$ cat config.mk
export PLATFORM = sky130hd
export DESIGN_NAME = utf8_to_codepoint_decoder_flat
export DESIGN_NICKNAME = d
export VERILOG_FILES = /design/src/design/u8d_pkg.sv /design/src/design/u8d_ifs.sv /design/src/design/u8d_decode.sv /design/src/design/u8d_res_fifo.sv /design/src/design/utf8_to_codepoint_decoder.sv /design/src/flat_wrapper.sv
export SDC_FILE = /design/constraint.sdc
export NUM_CORES = 1
export LEC_CHECK = 0
export ABC_AREA = 1
export BUFFER_PORTS_ARGS = -buffer_cell sky130_fd_sc_hd__buf_2
export CORE_ASPECT_RATIO = 0.75
export CORE_MARGIN = 2
export CORE_UTILIZATION = 55
export CTS_CLUSTER_SIZE = 16
export DETAILED_ROUTE_END_ITERATION = 6
export PLACE_DENSITY = 0.73
export SYNTH_ARGS = -nofsm -noshare
export SYNTH_HDL_FRONTEND = slang
export SYNTH_SLANG_ARGS = --single-unit
$ cat constraint.sdc
create_clock -name clk -period 3.5 [get_ports clk]
set_clock_uncertainty 0.2 [all_clocks]
set_input_delay 1.05 -clock clk [delete_from_list [all_inputs] [get_ports clk]]
set_output_delay 1.05 -clock clk [all_outputs]
set_load 0.03 [all_outputs]
$ cat src/design/u8d_pkg.sv
// ----------------------------------------------------------------------------
// u8d_pkg
// Shared types and constants of the UTF-8 to code point decoder.
// ----------------------------------------------------------------------------
package u8d_pkg;

  localparam int unsigned ByteWidth = 8;
  localparam int unsigned CpWidth   = 21;

  // Replacement character given for a broken sequence or a stray byte.
  localparam logic [CpWidth-1:0] ReplacementCp = 21'h00FFFD;

  // Result queue geometry. Two free entries are needed before a byte is
  // decoded, because one byte can give up to two results.
  localparam int unsigned FifoDepth = 4;
  localparam int unsigned PtrWidth  = $clog2(FifoDepth);
  localparam int unsigned CntWidth  = $clog2(FifoDepth + 1);

  // Decoder state carried from one byte to the next.
  typedef struct packed {
    logic [1:0]         bytes_remaining;
    logic [CpWidth-1:0] partial_value;
    logic               skipping_continuations;
  } dec_state_t;

  // One result item.
  typedef struct packed {
    logic [CpWidth-1:0] code_point;
    logic               end_of_text;
    logic               last_of_run;
  } result_t;

endpackage

$ cat src/design/u8d_ifs.sv
// ----------------------------------------------------------------------------
// u8d interfaces
// Valid/ready channels for raw text bytes and for decoded code points.
// ----------------------------------------------------------------------------
interface u8d_byte_if import u8d_pkg::*; ();
  logic                 valid;
  logic                 ready;
  logic [ByteWidth-1:0] in_byte;

  modport source (output valid, output in_byte, input ready);
  modport sink   (input valid, input in_byte, output ready);
endinterface

interface u8d_cp_if import u8d_pkg::*; ();
  logic               valid;
  logic               ready;
  logic [CpWidth-1:0] code_point;
  logic               end_of_text;
  logic               last_of_run;

  modport source (output valid, output code_point, output end_of_text,
                  output last_of_run, input ready);
  modport sink   (input valid, input code_point, input end_of_text,
                  input last_of_run, output ready);
endinterface

$ cat src/design/u8d_decode.sv
// ----------------------------------------------------------------------------
// u8d_decode
// Decoder state registers and the single-byte decode step.
// ----------------------------------------------------------------------------
module u8d_decode import u8d_pkg::*; (
  input  logic                 clk,
  input  logic                 rst,
  input  logic                 step,
  input  logic [ByteWidth-1:0] in_byte,
  output logic [1:0]           res_cnt,
  output result_t              res0,
  output result_t              res1
);

  typedef struct packed {
    logic       has_res;
    result_t    res;
    dec_state_t st;
  } lead_t;

  dec_state_t state;
  dec_state_t state_next;

  // Treats a byte as the start of a character.
  function automatic lead_t take_lead(input logic [ByteWidth-1:0] b);
    lead_t l;
    l = '0;
    unique case (b) inside
      8'h00: begin
        l.has_res = 1'b1;
        l.res.end_of_text = 1'b1;
      end
      [8'h01:8'h7F]: begin
        l.has_res = 1'b1;
        l.res.code_point = {13'd0, b};
      end
      [8'hC0:8'hDF]: begin
        l.st.partial_value   = {16'd0, b[4:0]};
        l.st.bytes_remaining = 2'd1;
      end
      [8'hE0:8'hEF]: begin
        l.st.partial_value   = {17'd0, b[3:0]};
        l.st.bytes_remaining = 2'd2;
      end
      [8'hF0:8'hF7]: begin
        l.st.partial_value   = {18'd0, b[2:0]};
        l.st.bytes_remaining = 2'd3;
      end
      default: begin
        // Stray continuation byte or a byte of 0xF8 and above.
        l.has_res = 1'b1;
        l.res.code_point = ReplacementCp;
        l.st.skipping_continuations = 1'b1;
      end
    endcase
    return l;
  endfunction

  lead_t              lead;
  logic               is_cont;
  logic [CpWidth-1:0] shifted;
  logic [1:0]         rem_dec;

  always_comb begin
    lead    = take_lead(in_byte);
    is_cont = (in_byte[7:6] == 2'b10);
    shifted = {state.partial_value[CpWidth-7:0], in_byte[5:0]};
    rem_dec = state.bytes_remaining - 2'd1;

    state_next = state;
    res_cnt    = 2'd0;
    res0       = '0;
    res1       = '0;

    if (state.bytes_remaining != 2'd0) begin
      if (is_cont) begin
        state_next.bytes_remaining = rem_dec;
        if (rem_dec == 2'd0) begin
          res_cnt = 2'd1;
          res0.code_point  = shifted;
          res0.last_of_run = 1'b1;
          state_next.partial_value = '0;
        end else begin
          state_next.partial_value = shifted;
        end
      end else begin
        // Broken sequence: replacement first, then the byte as a lead.
        res0.code_point = ReplacementCp;
        state_next      = lead.st;
        if (lead.has_res) begin
          res_cnt = 2'd2;
          res1 = lead.res;
          res1.last_of_run = 1'b1;
        end else begin
          res_cnt = 2'd1;
          res0.last_of_run = 1'b1;
        end
      end
    end else if (!(state.skipping_continuations && is_cont)) begin
      state_next = lead.st;
      if (lead.has_res) begin
        res_cnt = 2'd1;
        res0 = lead.res;
        res0.last_of_run = 1'b1;
      end
    end
  end

  always_ff @(posedge clk) begin
    if (rst) begin
      state <= '0;
    end else if (step) begin
      state <= state_next;
    end
  end

  a_not_both: assert property (@(posedge clk) disable iff (rst)
    !(state.bytes_remaining != 2'd0 && state.skipping_continuations))
    else $error("skipping while a sequence is open");

  a_pv_fits3: assert property (@(posedge clk) disable iff (rst)
    state.bytes_remaining == 2'd3 |-> state.partial_value[CpWidth-1:3] == '0)
    else $error("partial value too wide for three pending bytes");

  a_pair_repl: assert property (@(posedge clk) disable iff (rst)
    (step && res_cnt == 2'd2) |-> res0.code_point == ReplacementCp)
    else $error("first of two results is not the replacement character");

endmodule

$ cat src/design/u8d_res_fifo.sv
// ----------------------------------------------------------------------------
// u8d_res_fifo
// Small result queue taking up to two results per cycle, giving one.
// ----------------------------------------------------------------------------
module u8d_res_fifo import u8d_pkg::*; (
  input  logic      clk,
  input  logic      rst,
  input  logic [1:0] push_cnt,
  input  result_t   push0,
  input  result_t   push1,
  output logic      room,
  u8d_cp_if.source  points
);

  result_t             mem [FifoDepth];
  logic [PtrWidth-1:0] wr_ptr;
  logic [PtrWidth-1:0] rd_ptr;
  logic [CntWidth-1:0] count;
  logic [CntWidth-1:0] count_next;
  logic                pop;
  logic [PtrWidth-1:0] wr_ptr1;

  assign pop     = points.valid && points.ready;
  assign wr_ptr1 = wr_ptr + PtrWidth'(1);
  assign room    = (count <= CntWidth'(FifoDepth - 2));

  assign points.valid       = (count != '0);
  assign points.code_point  = mem[rd_ptr].code_point;
  assign points.end_of_text = mem[rd_ptr].end_of_text;
  assign points.last_of_run = mem[rd_ptr].last_of_run;

  assign count_next = count + CntWidth'(push_cnt) - CntWidth'(pop);

  always_ff @(posedge clk) begin
    if (push_cnt != 2'd0) begin
      mem[wr_ptr] <= push0;
    end
    if (push_cnt == 2'd2) begin
      mem[wr_ptr1] <= push1;
    end
  end

  always_ff @(posedge clk) begin
    if (rst) begin
      wr_ptr <= '0;
      rd_ptr <= '0;
      count  <= '0;
    end else begin
      wr_ptr <= wr_ptr + PtrWidth'(push_cnt);
      if (pop) begin
        rd_ptr <= rd_ptr + PtrWidth'(1);
      end
      count <= count_next;
    end
  end

  a_no_overflow: assert property (@(posedge clk) disable iff (rst)
    (push_cnt != 2'd0) |-> room)
    else $error("result pushed without room in the queue");

  a_count_bound: assert property (@(posedge clk) disable iff (rst)
    count <= CntWidth'(FifoDepth))
    else $error("result queue count out of range");

endmodule

$ cat src/design/utf8_to_codepoint_decoder.sv
// ----------------------------------------------------------------------------
// utf8_to_codepoint_decoder
// Decodes a UTF-8 byte stream into code points with U+FFFD replacement.
// ----------------------------------------------------------------------------
// Path: a byte accepted into the input register is decoded from it and
// written into the result queue once the queue has room for two results;
// its first result is then offered on the output channel from the queue.
// Throughput: one byte per cycle while the queue has room; a byte giving
// two results hands them out in turn through the one-result-per-cycle read
// port of the result queue. The input stalls while a byte is held and more
// than two results wait in the queue.
// Reset (rst, synchronous): empties the input register and the result queue
// and returns the decoder to idle between characters.
// ----------------------------------------------------------------------------
module utf8_to_codepoint_decoder import u8d_pkg::*; (
  input logic       clk,
  input logic       rst,
  u8d_byte_if.sink  text,
  u8d_cp_if.source  points
);

  // Input register. A request is taken when the register is empty or is
  // being decoded in this cycle, so bytes flow back to back while room is high.
  logic                 byte_valid;
  logic [ByteWidth-1:0] byte_q;
  logic                 advance;
  logic                 room;
  logic                 take;

  logic [1:0] res_cnt;
  result_t    res0;
  result_t    res1;
  logic [1:0] push_cnt;

  // The held byte is decoded once the queue can absorb two results, which
  // covers the broken-sequence case where one byte gives two.
  assign advance    = byte_valid && room;
  assign text.ready = !byte_valid || advance;
  assign take       = text.valid && text.ready;
  assign push_cnt   = advance ? res_cnt : 2'd0;

  always_ff @(posedge clk) begin
    if (take) begin
      byte_q <= text.in_byte;
    end
  end

  always_ff @(posedge clk) begin
    if (rst) begin
      byte_valid <= 1'b0;
    end else if (take) begin
      byte_valid <= 1'b1;
    end else if (advance) begin
      byte_valid <= 1'b0;
    end
  end

  // Decode step: state registers plus the combinational byte decode.
  u8d_decode u_decode (
    .clk     (clk),
    .rst     (rst),
    .step    (advance),
    .in_byte (byte_q),
    .res_cnt (res_cnt),
    .res0    (res0),
    .res1    (res1)
  );

  // Result queue: decouples the output handshake from decoding.
  u8d_res_fifo u_fifo (
    .clk      (clk),
    .rst      (rst),
    .push_cnt (push_cnt),
    .push0    (res0),
    .push1    (res1),
    .room     (room),
    .points   (points)
  );

  a_take_frees: assert property (@(posedge clk) disable iff (rst)
    (take && byte_valid) |-> advance)
    else $error("new byte taken over an undecoded one");

  a_reset_empty: assert property (@(posedge clk)
    rst |=> !points.valid)
    else $error("output valid right after reset");

endmodule
$ cat src/flat_wrapper.sv
// flat-port wrapper written by rule: the top's interface ports become plain ports
module utf8_to_codepoint_decoder_flat import u8d_pkg::*;
  (clk, rst, text_valid, text_in_byte, text_ready, points_valid, points_code_point, points_end_of_text, points_last_of_run, points_ready);
  u8d_byte_if text_i ();
  u8d_cp_if points_i ();
  input logic clk;
  input logic rst;
  input wire logic [$bits(text_i.valid)-1:0] text_valid;
  input wire logic [$bits(text_i.in_byte)-1:0] text_in_byte;
  output wire logic [$bits(text_i.ready)-1:0] text_ready;
  output wire logic [$bits(points_i.valid)-1:0] points_valid;
  output wire logic [$bits(points_i.code_point)-1:0] points_code_point;
  output wire logic [$bits(points_i.end_of_text)-1:0] points_end_of_text;
  output wire logic [$bits(points_i.last_of_run)-1:0] points_last_of_run;
  input wire logic [$bits(points_i.ready)-1:0] points_ready;
  assign text_i.valid = text_valid;
  assign text_i.in_byte = text_in_byte;
  assign text_ready = text_i.ready;
  assign points_valid = points_i.valid;
  assign points_code_point = points_i.code_point;
  assign points_end_of_text = points_i.end_of_text;
  assign points_last_of_run = points_i.last_of_run;
  assign points_i.ready = points_ready;
  utf8_to_codepoint_decoder u_core (.clk(clk), .rst(rst), .text(text_i), .points(points_i));
endmodule
==> flow_summary.json <==
{
  "worstPathCellList": "clkinv_1 > buf_12 > o21ai_0 > o22ai_1 > buf_2",
  "dpl.hpwl_um": 11400,
  "grt_max_degree": 48,
  "ys_seq_area_frac": 0.531,
  "dr_total_vias": 5534,
  "seq_power_share": 0.356,
  "clkTransAtPathRegs_ns": 0.05,
  "synthesis.area_um2": 6330,
  "num-fill-cells": 924,
  "finalWirelength_um": 16800,
  "cp.arrival_ns": 2.10,
  "wl_per_cell_um": 18.4,
  "dp.cells": 883,
  "cts.htree.levels": 4,
  "rsz0062_at_grt": "false",
  "antenna_cells": 0,
  "grt_overflow_total": 0,
  "via_per_inst": 6.05,
  "r2r_cells": 14,
  "cts_tree": "yes",
  "crit_type": "register to primary output",
  "cts_resized": 0,
  "netSwitchingFraction": 0.364,
  "cp_slowest_cell": "clkinv_1",
  "p_leak_nw": 3.07,
  "clock_latency_ns": 0.42,
  "power_density_nw_per_um2": 709,
  "grt_pass1_vias": 5296,
  "area_growth_pct": 13.1,
  "grt_pass1_wl_um": 27100,
  "rows": 33,
  "cts_setup_buffers": 0,
  "syn_inst": 733,
  "cp-end-kind": "primary output",
  "drt_iter0_markers": 634,
  "register_area_um2": 3360,
  "slew_headroom": 0.514,
  "io_pins": 37,
  "regToRegSetupSlack_ns": 0.51,
  "finalHoldViolations": 0,
  "yosysWarnings": 0,
  "hold_buffers": 0,
  "cp_slowest_stage_delay_ns": 0.49,
  "cts-buffers-inserted": 17,
  "multi_input_area_um2": 2530,
  "r2r-end": "u_core.u_fifo.count[2]$_SDFF_PP0_",
  "outcome": "complete, no violations",
  "instances_no_fill": 915,
  "tns_ns": 0,
  "r2r_start": "u_core.byte_q[7]$_DFFE_PP_",
  "dp_slack_ns": 0.592,
  "max_freq_mhz": 299,
  "slew_viol_final": 0,
  "cp-endpoint": "points_code_point[5]",
  "ir_drop_v": 0.000414,
  "die_h_um": 96.9,
  "setup_violations": 0,
  "crit_buf_inv": 3,
  "core-area_um2": 11100,
  "clockPowerShare": 0.341,
  "crit_required_ns": 2.25,
  "yosys-top-cells-area": "edfxtp_1 (38%), dfxtp_1 (15%), nand3_1 (9.9%), o21ai_0 (7.1%), nand2_1 (6.6%)",
  "synthDistinctLibCells": 33,
  "drive_above_1_share": 0.139,
  "drv_cap": 0,
  "syn_nets": 752,
  "clkSinkCount": 128,
  "cp_top_family": "buffers and inverters",
  "grt_usage": 0.283,
  "hp-class": "register to register",
  "worst_slack_ns": 0.150,
  "yosysTopAreaCell": "edfxtp_1",
  "grt_antenna_before_repair": 0,
  "combPwrFrac": 0.303,
  "die_area_um2": 12400,
  "final.period_utilization": 0.957,
  "initial_core_util": 0.572,
  "clock_tree.buffer_depth": 2,
  "synth_seq_cells": 128,
  "drc": 0,
  "internal_power_mw": 3.23,
  "crit_fanout": 26,
  "dieWidth_um": 128,
  "fin_util": 0.647,
  "routabilityCongestion": 0.894,
  "syn_area_per_cell_um2": 8.64,
  "io_buffers": 36,
  "startpoint_type": "register",
  "cts_root_buf": "clkbuf_16",
  "firstDrtPassIters": 7,
  "min_period_ns": 3.35,
  "critical_path_depth": 5,
  "ant_nets": 0,
  "num-nets-final": 781,
  "synth_top_area_share": 0.379,
  "switching_power_mw": 1.85,
  "worst_slew_pin_slew_ns": 0.726
}
Yosys cell counts:
cell,instances
clkinv_1,3
nand2_1,112
nor2_4,1
nand3_4,1
nand3b_1,2
a21oi_1,22
a211oi_1,6
xor2_1,1
o211ai_1,4
o21ai_1,16
dfxtp_1,48
buf_4,4
nor2_8,1
o22ai_1,24
nand2_2,7
fa_1,1
inv_2,7
or2_2,1
nor2_2,2
buf_2,5
nand3_1,125
xnor2_1,2
clkbuf_1,24
buf_1,3
o21ai_0,90
ha_1,6
buf_6,9
o21ai_4,1
nor2_1,82
nor3_1,1
edfxtp_1,80
inv_1,38
nand2_4,4
layer usage:
metal	vias up	track usage	share of wire
met5	-	0	0
met4	0	0.105	0.028
met3	45	0.0653	0.11
met2	312	0.425	0.44
met1	2575	0.402	0.43
li1	2602	-	-
final cells by class:
cell class | count | area share
inverter | 48 | 0.0252
clock buffer | 21 | 0.0645
timing repair buffer | 55 | 0.0468
sequential | 128 | 0.470
multi-input combinational | 512 | 0.354
clock inverter | 11 | 0.0157
tap | 140 | 0.0245
cell families after synthesis:
family | synth area share
buffers and inverters | 0.0691
XOR/XNOR | 0.00415
AO/OA/AOI/OAI | 0.139
flip-flops | 0.531
adder cells (fa/ha/maj) | 0.0150
AND/OR/NAND/NOR | 0.242
layout by cell type, fill, tap and decap left out, drive strengths merged:
master,instances
a211oi,6
o211ai,4
a21oi,22
inv,45
xnor2,2
buf,55
fa,1
nand3b,2
xor2,1
clkbuf,21
clkinv,10
nand3,126
nor2,86
o21ai,107
ha,6
edfxtp,80
bufinv,2
nand2,123
dfxtp,48
clkinvlp,2
or2,1
o22ai,24
nor3,1
power by group through the flow:
| stage | registers (mW) | clock network, mW | logic (mW) |
|---|---|---|---|
| 2_1_floorplan | 1.81 | 0 | 1.14 |
| 3_3_place_gp | 1.83 | 0 | 1.48 |
| 3_5_place_dp | 1.84 | 0 | 1.51 |
| 4_1_cts | 1.81 | 1.73 | 1.52 |
| 5_1_grt | 1.82 | 1.80 | 1.67 |
| 6_report | 1.81 | 1.73 | 1.54 |
sequential cells by signal, indices dropped and copies added (netlist names), named ones only:
signal / flops
u_core.u_decode.shifted: 15
u_core.u_decode.state: 3
u_core.u_fifo.count: 3
u_core.u_fifo.mem: 92
u_core.u_fifo.rd_ptr: 2
u_core.byte_valid: 1
u_core.byte_q: 8
u_core.u_fifo.wr_ptr: 2
worst min-delay path by stage:
stage / start / to / slack [ns] / depth (start not counted)
after floorplan: u_core.u_fifo.rd_ptr[1]$_SDFFE_PP0P_ / register / 0.24 / 2
after global placement: u_core.u_decode.shifted[18]$_SDFFE_PP0P_ / u_core.u_decode.shifted[18]$_SDFFE_PP0P_ / 0.25 / 2
after detailed placement: u_core.u_decode.shifted[18]$_SDFFE_PP0P_ / u_core.u_decode.shifted[18]$_SDFFE_PP0P_ / 0.26 / 2
after CTS: u_core.u_decode.shifted[18]$_SDFFE_PP0P_ / u_core.u_decode.shifted[18]$_SDFFE_PP0P_ / 0.26 / 2
after global routing: u_core.u_fifo.mem[2][19]$_SDFFE_PP0N_ / u_core.u_fifo.mem[2][19]$_SDFFE_PP0N_ / 0.29 / 2
final: u_core.u_decode.shifted[19]$_SDFFE_PP0P_ / u_core.u_decode.shifted[19]$_SDFFE_PP0P_ / 0.26 / 2
worst register-to-register path: stages, from the launching register on:
cell	delay, ns
edfxtp_1	0.61
nand2_4	0.21
o21ai_0	0.28
inv_2	0.17
nand2_1	0.09
nand2_1	0.07
nand2_2	0.11
ha_1	0.24
inv_1	0.06
ha_1	0.15
inv_1	0.05
fa_1	0.37
xor2_1	0.17
inv_1	0.06
nor2_1	0.03
stage by stage:
stage	instance area [um2]	power (mW)	hold WS (ns)
floorplan	6330	2.95	0.236
global placement	6590	3.31	0.251
detailed placement	6590	3.35	0.256
CTS	7160	5.06	0.263
global route	7160	5.29	0.291
finish	7160	5.07	0.263
No activity file was read; power rests on OpenSTA's default activity.
